<file path="config.mk">
export PLATFORM = sky130hd
export DESIGN_NAME = hsv_rgb_color_converter_flat
export DESIGN_NICKNAME = d
export VERILOG_FILES = /design/src/sv/hrc_pkg.sv /design/src/sv/hrc_if.sv /design/src/sv/hrc_div_step.sv /design/src/sv/hsv_rgb_color_converter.sv /design/src/flat_wrapper.sv
export SDC_FILE = /design/constraint.sdc
export NUM_CORES = 2
export LEC_CHECK = 0
export BUFFER_PORTS_ARGS = -buffer_cell sky130_fd_sc_hd__buf_2
export CAP_MARGIN = 5
export CORE_ASPECT_RATIO = 0.6
export CORE_MARGIN = 1.5
export CORE_UTILIZATION = 61
export DETAILED_ROUTE_END_ITERATION = 8
export GPL_TIMING_DRIVEN = 0
export PLACE_DENSITY = 0.78
export SLEW_MARGIN = 25
export SYNTH_ARGS = -nofsm -noshare
export SYNTH_HDL_FRONTEND = slang
export SYNTH_SLANG_ARGS = --single-unit
</file>
<file path="constraint.sdc">
create_clock -name clk -period 6.9 [get_ports clk]
set_clock_uncertainty 0.05 [all_clocks]
set_input_delay 0 -clock clk [delete_from_list [all_inputs] [get_ports clk]]
set_output_delay 0 -clock clk [all_outputs]
set_load 0.005 [all_outputs]
</file>
<file path="src/sv/hrc_pkg.sv">
package hrc_pkg;

  localparam int ChanW = 8;

  localparam logic [ChanW-1:0] HueSector = 8'd43;
  localparam logic [ChanW-1:0] RemScale  = 8'd6;
  localparam logic [ChanW-1:0] Full      = 8'd255;
  localparam logic [ChanW-1:0] HueOffG   = 8'd85;
  localparam logic [ChanW-1:0] HueOffB   = 8'd171;

  typedef enum logic {
    REQ_HSV2RGB = 1'b0,
    REQ_RGB2HSV = 1'b1
  } req_t;

  typedef struct packed {
    logic [2*ChanW-1:0] rem;
    logic [ChanW-1:0]   quo;
  } div_st_t;

endpackage

</file>
<file path="src/sv/hrc_if.sv">
interface hrc_in_if import hrc_pkg::*; ();
  logic             valid;
  logic             ready;
  logic             req_type;
  logic [ChanW-1:0] chan_a;
  logic [ChanW-1:0] chan_b;
  logic [ChanW-1:0] chan_c;

  modport source (output valid, req_type, chan_a, chan_b, chan_c, input ready);
  modport sink   (input valid, req_type, chan_a, chan_b, chan_c, output ready);
endinterface

interface hrc_out_if import hrc_pkg::*; ();
  logic             valid;
  logic             ready;
  logic [ChanW-1:0] out_a;
  logic [ChanW-1:0] out_b;
  logic [ChanW-1:0] out_c;

  modport source (output valid, out_a, out_b, out_c, input ready);
  modport sink   (input valid, out_a, out_b, out_c, output ready);
endinterface

</file>
<file path="src/sv/hrc_div_step.sv">
module hrc_div_step import hrc_pkg::*; (
  input  div_st_t          d_i,
  input  logic [ChanW-1:0] den,
  input  logic [2:0]       hi_bit,
  output div_st_t          d_o
);

  logic [2:0]         lo_bit;
  logic [2*ChanW-1:0] sh_hi;
  logic [2*ChanW-1:0] sh_lo;
  div_st_t            t;

  always_comb begin
    lo_bit = hi_bit - 3'd1;
    sh_hi  = {{ChanW{1'b0}}, den} << hi_bit;
    sh_lo  = {{ChanW{1'b0}}, den} << lo_bit;
    t      = d_i;
    if (t.rem >= sh_hi) begin
      t.rem         = t.rem - sh_hi;
      t.quo[hi_bit] = 1'b1;
    end
    if (t.rem >= sh_lo) begin
      t.rem         = t.rem - sh_lo;
      t.quo[lo_bit] = 1'b1;
    end
    d_o = t;
  end

endmodule

</file>
<file path="src/sv/hsv_rgb_color_converter.sv">
// HSV <-> RGB color converter, 8 bits per channel.
// in_chan carries one beat per pixel: req_type picks the direction
// (0: hue/sat/value to red/green/blue, 1: red/green/blue to hue/sat/value)
// and chan_a..chan_c carry the three source channels.
// out_chan carries one result beat per input beat, in order, on out_a..out_c.
// Both channels use valid/ready; a beat moves when both are high.
// The accepting edge loads the first of five pipeline stages, and the output
// register follows the last. The two divisions of the RGB path resolve two
// quotient bits per stage over four stages, which sets the depth; the HSV
// path multiplies in the same stages.
// Throughput: one beat per cycle, sustained while out_chan.ready stays high.
// Reset clears all stage valid bits; the pipe comes up empty and ready.
// When the receiver stalls, the result holds on out_chan, bubbles in the pipe
// close up, and in_chan.ready drops only once every stage holds a beat.
module hsv_rgb_color_converter import hrc_pkg::*; (
  input logic   clk,
  input logic   rst_n,
  hrc_in_if.sink    in_chan,
  hrc_out_if.source out_chan
);

  typedef enum logic [1:0] {
    MAX_R,
    MAX_G,
    MAX_B
  } maxsel_t;

  typedef struct packed {
    req_t             req;
    logic [2:0]       sector;
    logic [ChanW-1:0] sat;
    logic [ChanW-1:0] val;
    logic [ChanW-1:0] rem6;
    logic [ChanW-1:0] p;
    logic [ChanW-1:0] sr;
    logic [ChanW-1:0] st;
    logic [ChanW-1:0] q;
    logic [ChanW-1:0] t;
    logic [ChanW-1:0] rd;
    logic [ChanW-1:0] gr;
    logic [ChanW-1:0] bl;
    logic             active;
    logic             neg;
    logic [ChanW-1:0] den;
    logic [ChanW-1:0] hoff;
    logic [ChanW-1:0] mx;
    div_st_t          sat_dv;
    div_st_t          hue_dv;
  } pipe_t;

  pipe_t            st_r  [0:4];
  pipe_t            nx    [0:4];
  div_st_t          sdiv  [1:4];
  div_st_t          hdiv  [1:4];
  logic [5:0]       vld_r;
  logic [5:0]       en;
  logic [ChanW-1:0] oa_r, ob_r, oc_r;
  logic [ChanW-1:0] oa_nxt, ob_nxt, oc_nxt;

  logic [ChanW-1:0]   r, g, b, mn, mag, base, hq;
  logic [5:0]         hrem;
  logic [ChanW:0]     diff;
  maxsel_t            sel;
  logic [2*ChanW-1:0] mp, msr, mst, mq, mt;

  always_comb begin
    en[5] = !vld_r[5] || out_chan.ready;
    en[4] = !vld_r[4] || en[5];
    en[3] = !vld_r[3] || en[4];
    en[2] = !vld_r[2] || en[3];
    en[1] = !vld_r[1] || en[2];
    en[0] = !vld_r[0] || en[1];
  end

  assign in_chan.ready  = en[0];
  assign out_chan.valid = vld_r[5];
  assign out_chan.out_a = oa_r;
  assign out_chan.out_b = ob_r;
  assign out_chan.out_c = oc_r;

  for (genvar k = 1; k <= 4; k++) begin : g_div
    hrc_div_step u_sat (
      .d_i    (st_r[k-1].sat_dv),
      .den    (st_r[k-1].mx),
      .hi_bit (3'(9 - 2 * k)),
      .d_o    (sdiv[k])
    );
    hrc_div_step u_hue (
      .d_i    (st_r[k-1].hue_dv),
      .den    (st_r[k-1].den),
      .hi_bit (3'(9 - 2 * k)),
      .d_o    (hdiv[k])
    );
  end

  always_comb begin
    r = in_chan.chan_a;
    g = in_chan.chan_b;
    b = in_chan.chan_c;

    nx[0]     = '0;
    nx[0].req = req_t'(in_chan.req_type);

    nx[0].sector = 3'd0;
    base         = '0;
    for (int k = 1; k < 6; k++) begin
      if (r >= 8'(k * HueSector)) begin
        nx[0].sector = 3'(k);
        base         = 8'(k * HueSector);
      end
    end
    hrem        = 6'(r - base);
    nx[0].rem6  = 8'({2'b00, hrem} * RemScale);
    nx[0].sat   = g;
    nx[0].val   = b;

    if (r >= g && r >= b) begin
      sel = MAX_R;
    end else if (g >= b) begin
      sel = MAX_G;
    end else begin
      sel = MAX_B;
    end
    mn = r;
    if (g < mn) mn = g;
    if (b < mn) mn = b;
    case (sel)
      MAX_R: begin
        nx[0].mx   = r;
        diff       = {1'b0, g} - {1'b0, b};
        nx[0].hoff = '0;
      end
      MAX_G: begin
        nx[0].mx   = g;
        diff       = {1'b0, b} - {1'b0, r};
        nx[0].hoff = HueOffG;
      end
      default: begin
        nx[0].mx   = b;
        diff       = {1'b0, r} - {1'b0, g};
        nx[0].hoff = HueOffB;
      end
    endcase
    nx[0].neg        = diff[ChanW];
    mag              = diff[ChanW] ? 8'((ChanW+1)'(0) - diff) : diff[ChanW-1:0];
    nx[0].den        = nx[0].mx - mn;
    nx[0].active     = nx[0].den != '0;
    nx[0].sat_dv.rem = {nx[0].den, {ChanW{1'b0}}} - {{ChanW{1'b0}}, nx[0].den};
    nx[0].sat_dv.quo = '0;
    nx[0].hue_dv.rem = {{ChanW{1'b0}}, mag} * {{ChanW{1'b0}}, HueSector};
    nx[0].hue_dv.quo = '0;

    mp  = {{ChanW{1'b0}}, st_r[0].val} * {{ChanW{1'b0}}, Full - st_r[0].sat};
    msr = {{ChanW{1'b0}}, st_r[0].sat} * {{ChanW{1'b0}}, st_r[0].rem6};
    mst = {{ChanW{1'b0}}, st_r[0].sat} * {{ChanW{1'b0}}, Full - st_r[0].rem6};
    nx[1]        = st_r[0];
    nx[1].p      = mp[2*ChanW-1:ChanW];
    nx[1].sr     = msr[2*ChanW-1:ChanW];
    nx[1].st     = mst[2*ChanW-1:ChanW];
    nx[1].sat_dv = sdiv[1];
    nx[1].hue_dv = hdiv[1];

    mq = {{ChanW{1'b0}}, st_r[1].val} * {{ChanW{1'b0}}, Full - st_r[1].sr};
    mt = {{ChanW{1'b0}}, st_r[1].val} * {{ChanW{1'b0}}, Full - st_r[1].st};
    nx[2]        = st_r[1];
    nx[2].q      = mq[2*ChanW-1:ChanW];
    nx[2].t      = mt[2*ChanW-1:ChanW];
    nx[2].sat_dv = sdiv[2];
    nx[2].hue_dv = hdiv[2];

    nx[3] = st_r[2];
    case (st_r[2].sector)
      3'd0: begin
        nx[3].rd = st_r[2].val; nx[3].gr = st_r[2].t;   nx[3].bl = st_r[2].p;
      end
      3'd1: begin
        nx[3].rd = st_r[2].q;   nx[3].gr = st_r[2].val; nx[3].bl = st_r[2].p;
      end
      3'd2: begin
        nx[3].rd = st_r[2].p;   nx[3].gr = st_r[2].val; nx[3].bl = st_r[2].t;
      end
      3'd3: begin
        nx[3].rd = st_r[2].p;   nx[3].gr = st_r[2].q;   nx[3].bl = st_r[2].val;
      end
      3'd4: begin
        nx[3].rd = st_r[2].t;   nx[3].gr = st_r[2].p;   nx[3].bl = st_r[2].val;
      end
      default: begin
        nx[3].rd = st_r[2].val; nx[3].gr = st_r[2].p;   nx[3].bl = st_r[2].q;
      end
    endcase
    if (st_r[2].sat == '0) begin
      nx[3].rd = st_r[2].val;
      nx[3].gr = st_r[2].val;
      nx[3].bl = st_r[2].val;
    end
    nx[3].sat_dv = sdiv[3];
    nx[3].hue_dv = hdiv[3];

    nx[4]        = st_r[3];
    nx[4].sat_dv = sdiv[4];
    nx[4].hue_dv = hdiv[4];

    hq = st_r[4].neg ? (8'd0 - st_r[4].hue_dv.quo) : st_r[4].hue_dv.quo;
    if (st_r[4].req == REQ_HSV2RGB) begin
      oa_nxt = st_r[4].rd;
      ob_nxt = st_r[4].gr;
      oc_nxt = st_r[4].bl;
    end else begin
      oa_nxt = st_r[4].active ? (st_r[4].hoff + hq) : '0;
      ob_nxt = st_r[4].active ? st_r[4].sat_dv.quo : '0;
      oc_nxt = st_r[4].mx;
    end
  end

  always_ff @(posedge clk) begin
    if (!rst_n) begin
      vld_r <= '0;
    end else begin
      if (en[0]) vld_r[0] <= in_chan.valid;
      if (en[1]) vld_r[1] <= vld_r[0];
      if (en[2]) vld_r[2] <= vld_r[1];
      if (en[3]) vld_r[3] <= vld_r[2];
      if (en[4]) vld_r[4] <= vld_r[3];
      if (en[5]) vld_r[5] <= vld_r[4];
    end
  end

  always_ff @(posedge clk) begin
    if (en[0]) st_r[0] <= nx[0];
    if (en[1]) st_r[1] <= nx[1];
    if (en[2]) st_r[2] <= nx[2];
    if (en[3]) st_r[3] <= nx[3];
    if (en[4]) st_r[4] <= nx[4];
    if (en[5]) begin
      oa_r <= oa_nxt;
      ob_r <= ob_nxt;
      oc_r <= oc_nxt;
    end
  end

endmodule
</file>
<file path="src/flat_wrapper.sv">
// flat-port wrapper written by rule: the top's interface ports become plain ports
module hsv_rgb_color_converter_flat import hrc_pkg::*;
  (clk, rst_n, in_chan_valid, in_chan_req_type, in_chan_chan_a, in_chan_chan_b, in_chan_chan_c, in_chan_ready, out_chan_valid, out_chan_out_a, out_chan_out_b, out_chan_out_c, out_chan_ready);
  hrc_in_if in_chan_i ();
  hrc_out_if out_chan_i ();
  input logic clk;
  input logic rst_n;
  input wire logic [$bits(in_chan_i.valid)-1:0] in_chan_valid;
  input wire logic [$bits(in_chan_i.req_type)-1:0] in_chan_req_type;
  input wire logic [$bits(in_chan_i.chan_a)-1:0] in_chan_chan_a;
  input wire logic [$bits(in_chan_i.chan_b)-1:0] in_chan_chan_b;
  input wire logic [$bits(in_chan_i.chan_c)-1:0] in_chan_chan_c;
  output wire logic [$bits(in_chan_i.ready)-1:0] in_chan_ready;
  output wire logic [$bits(out_chan_i.valid)-1:0] out_chan_valid;
  output wire logic [$bits(out_chan_i.out_a)-1:0] out_chan_out_a;
  output wire logic [$bits(out_chan_i.out_b)-1:0] out_chan_out_b;
  output wire logic [$bits(out_chan_i.out_c)-1:0] out_chan_out_c;
  input wire logic [$bits(out_chan_i.ready)-1:0] out_chan_ready;
  assign in_chan_i.valid = in_chan_valid;
  assign in_chan_i.req_type = in_chan_req_type;
  assign in_chan_i.chan_a = in_chan_chan_a;
  assign in_chan_i.chan_b = in_chan_chan_b;
  assign in_chan_i.chan_c = in_chan_chan_c;
  assign in_chan_ready = in_chan_i.ready;
  assign out_chan_valid = out_chan_i.valid;
  assign out_chan_out_a = out_chan_i.out_a;
  assign out_chan_out_b = out_chan_i.out_b;
  assign out_chan_out_c = out_chan_i.out_c;
  assign out_chan_i.ready = out_chan_ready;
  hsv_rgb_color_converter u_core (.clk(clk), .rst_n(rst_n), .in_chan(in_chan_i), .out_chan(out_chan_i));
endmodule
</file>
==> flow_summary_export.csv <==
group,metric,value,unit
status,status,"completed",
timing,finalHoldViolCount,0,
floorplanning,rows,68,
yosys,netlist_area,35740,sq um
place,dp_hpwl,64.60,mm
critical_path,critPathMaxStageDelay,530,ps
timing,period_share,93.65,%
floorplanning,start_util,61.95,%
cts,insertion_delay,580,ps
global_route,grt_usage,28.15,%
routing,drtIter0Drc,2672,
timing,drv_slew,0,
critical_path,crit_type,"input pin to flop",
yosys,ys_warn_count,0,
routing,wl_per_cell,19.02,microns
routing,drc,0,
floorplanning,fp.coreArea,57690,sq um
yosys,synthCells,3417,
critical_path,path_max_fanout,10,
yosys,ys_ff_latch,454,
layout,utilization,67.64,%
yosys,ys_async_sr_fraction,0,%
floorplanning,die_w,315.5,microns
cts,ctsHtreeMaxLevel,2,
layout,area_delta_synth_final,9.187,%
global_route,overflow,0,
yosys,synthFlopType,"edfxtp_1",
routing,drt-pass1-iter-count,6,
critical_path,end_kind,"flop",
floorplanning,design.portCount,55,
place,globalplace.congestion,0.9804,
cts,clock_sinks,454,
timing,max_slew_margin,32.70,%
routing,routed_via_density,5.780,
place,port_buffers,54,
yosys,yosys-top-cells-area,"edfxtp_1, ha_1, fa_1",
timing,tightest_slew,1008,ps
layout,multi_input_area,20250,sq um
cts,cts-root-buf,"clkbuf_16",
global_route,grt_start_max_net_pins,71,
timing,rsz0062_at_grt,"false",
layout,seqCellArea,13570,sq um
cts,clockBufferDepth,3,
yosys,syn_avg_cell_area,10.46,sq um
floorplanning,dieArea,60100,sq um
routing,drt-total-wl,83.00,mm
cts,clk_pin_slew,60,ps
timing,min_period,6462,ps
timing,max_freq,154.8,MHz
cts,cts_tree,"yes",
yosys,synth_nets,4029,
yosys,synth_top_cell_by_area,"edfxtp_1",
timing,finalSetupViolCount,0,
critical_path,slowest_stage,"dlygate4sd3_1",
layout,antenna_cells,0,
layout,fill_cells,4342,
critical_path,crit_required,7170,ps
yosys,synth_seq_area_share,37.98,%
worst_hold_path,hold_path.class,"input pin to flop",
yosys,synth_cell_type_count,83,
floorplanning,fp.dieH,190.5,microns
layout,nets,4169,
routing,vias,25223,
yosys,synth_edf_count,448,
layout,drive_gt1_share,6.539,%
cts,numCtsBuffers,46,
yosys,yosysMostFrequentCell,"inv_1",
routing,ant_nets,0,
global_route,grt_pass1_vias,24058,
critical_path,start_kind,"input pin",
global_route,grt_pass1_wl,132.6,mm
job,cap_viol_max_count,0,
yosys,synth_commonest_cells,"inv_1, edfxtp_1, ha_1, nor2_1, fa_1",
global_route,antenna_found_initial,1,
critical_path,critPathArrivalTime,6730,ps
yosys,synth_top_area_share,37.64,%
[repair_timing]
action | 4_1_cts | 5_1_grt
buffers inserted | 1 | 1
pin swaps | 1 | 1
hold buffers | 31 | 0
resized for setup | 1 | 14
endpoints found under the setup margin | 2 | 9
hold endpoints to repair | 38 | 0
[layout by cell type (no fill, tap or decap), drive strengths merged, types with 38 or more instances in the layout]
cell type and n:
buf 75, xor2 57, nand2b 140, xnor2 118, ha 384, inv 460
nor2b 197, a21o 56, edfxtp 448, nor2 212, mux2 49, nor3 38
and2 42, clkbuf 118, o21ai 164, fa 199, a21oi 185, nand2 194
[critical path: cells and delay by family]
kind | cells | cell delay (ps)
AO/OA/AOI/OAI | 14 | 2740
adder cells (fa/ha/maj) | 6 | 2090
buffers and inverters | 4 | 1280
AND/OR/NAND/NOR | 3 | 350
XOR/XNOR | 2 | 270
[metal layers]
layer	wire, microns	part of all wire (%)	vias to the layer above	GRT usage [%]
met5	14	0.017	-	0
met4	1517	1.8	2	5.576
met3	7649	9.2	103	5.133
met2	32930	40	997	39.09
met1	40890	49	12031	45.54
li1	-	-	12090	-
[kinds of logic (layout without fill, tap and decap cells)]
logic type / after synthesis / in the layout / share of synthesized area, %
and+or+nand+nor: 963 / 963 / 14.04
AOI/OAI and AO/OA: 630 / 630 / 11.02
muxes: 80 / 80 / 2.444
adders and majority gates: 583 / 583 / 24.59
xor gates and xnor gates: 175 / 175 / 4.289
buffers and inverters: 532 / 709 / 5.637
DFF: 454 / 454 / 37.98
[metrics by stage]
stage / hold slack [ps] / setup slack (ps) / TNS [ps] / instances / area, sq um
after CTS: 71.25 / 91.19 / 0 / 4364 / 38960
after global routing: 110.7 / 12.75 / 0 / 4364 / 39020
after floorplan: 48.87 / 719.1 / 0 / 3417 / 35740
after detailed placement: 128.6 / -800.3 / -2353 / 4247 / 37170
final: 107.7 / 438.3 / 0 / 4364 / 39020
after global placement: 131.3 / -841.7 / -2672 / 4241 / 36970
[final timing paths]
check,startpoint,slack (ps),depth (start not counted),to
worst max-delay path,in_chan_chan_c[3],440,29,u_core.st_r[0][21]
worst min-delay path,in_chan_req_type,110,2,u_core.st_r[0][165]
worst max register to register,u_core.st_r[0][230],820,21,u_core.st_r[0][375]
worst min register to register,u_core.st_r[0][296],350,0,u_core.st_r[0][462]
[layout make-up]
cell class                 instances  share of cell area, %
tap                              770                  2.469
buffer                            76                 0.7824
multi-input combinational       2431                  51.89
clock inverter                    30                 0.7054
sequential                       454                  34.78
clock buffer                      55                  3.037
inverter                         455                  4.402
timing repair buffer              93                  1.930
[flip-flops by register name, summed over array words and instances (netlist names)]
| signal | cells |
|---|---|
| u_core.st_r | 424 |
| u_core.out_chan.out_a | 8 |
| u_core.out_chan.out_b | 8 |
| u_core.out_chan.out_c | 8 |
| u_core.vld_r | 6 |
Power is left out: the tool's default activity adds up to more than one toggle a clock period on the data nets, which glitch-free logic cannot reach.
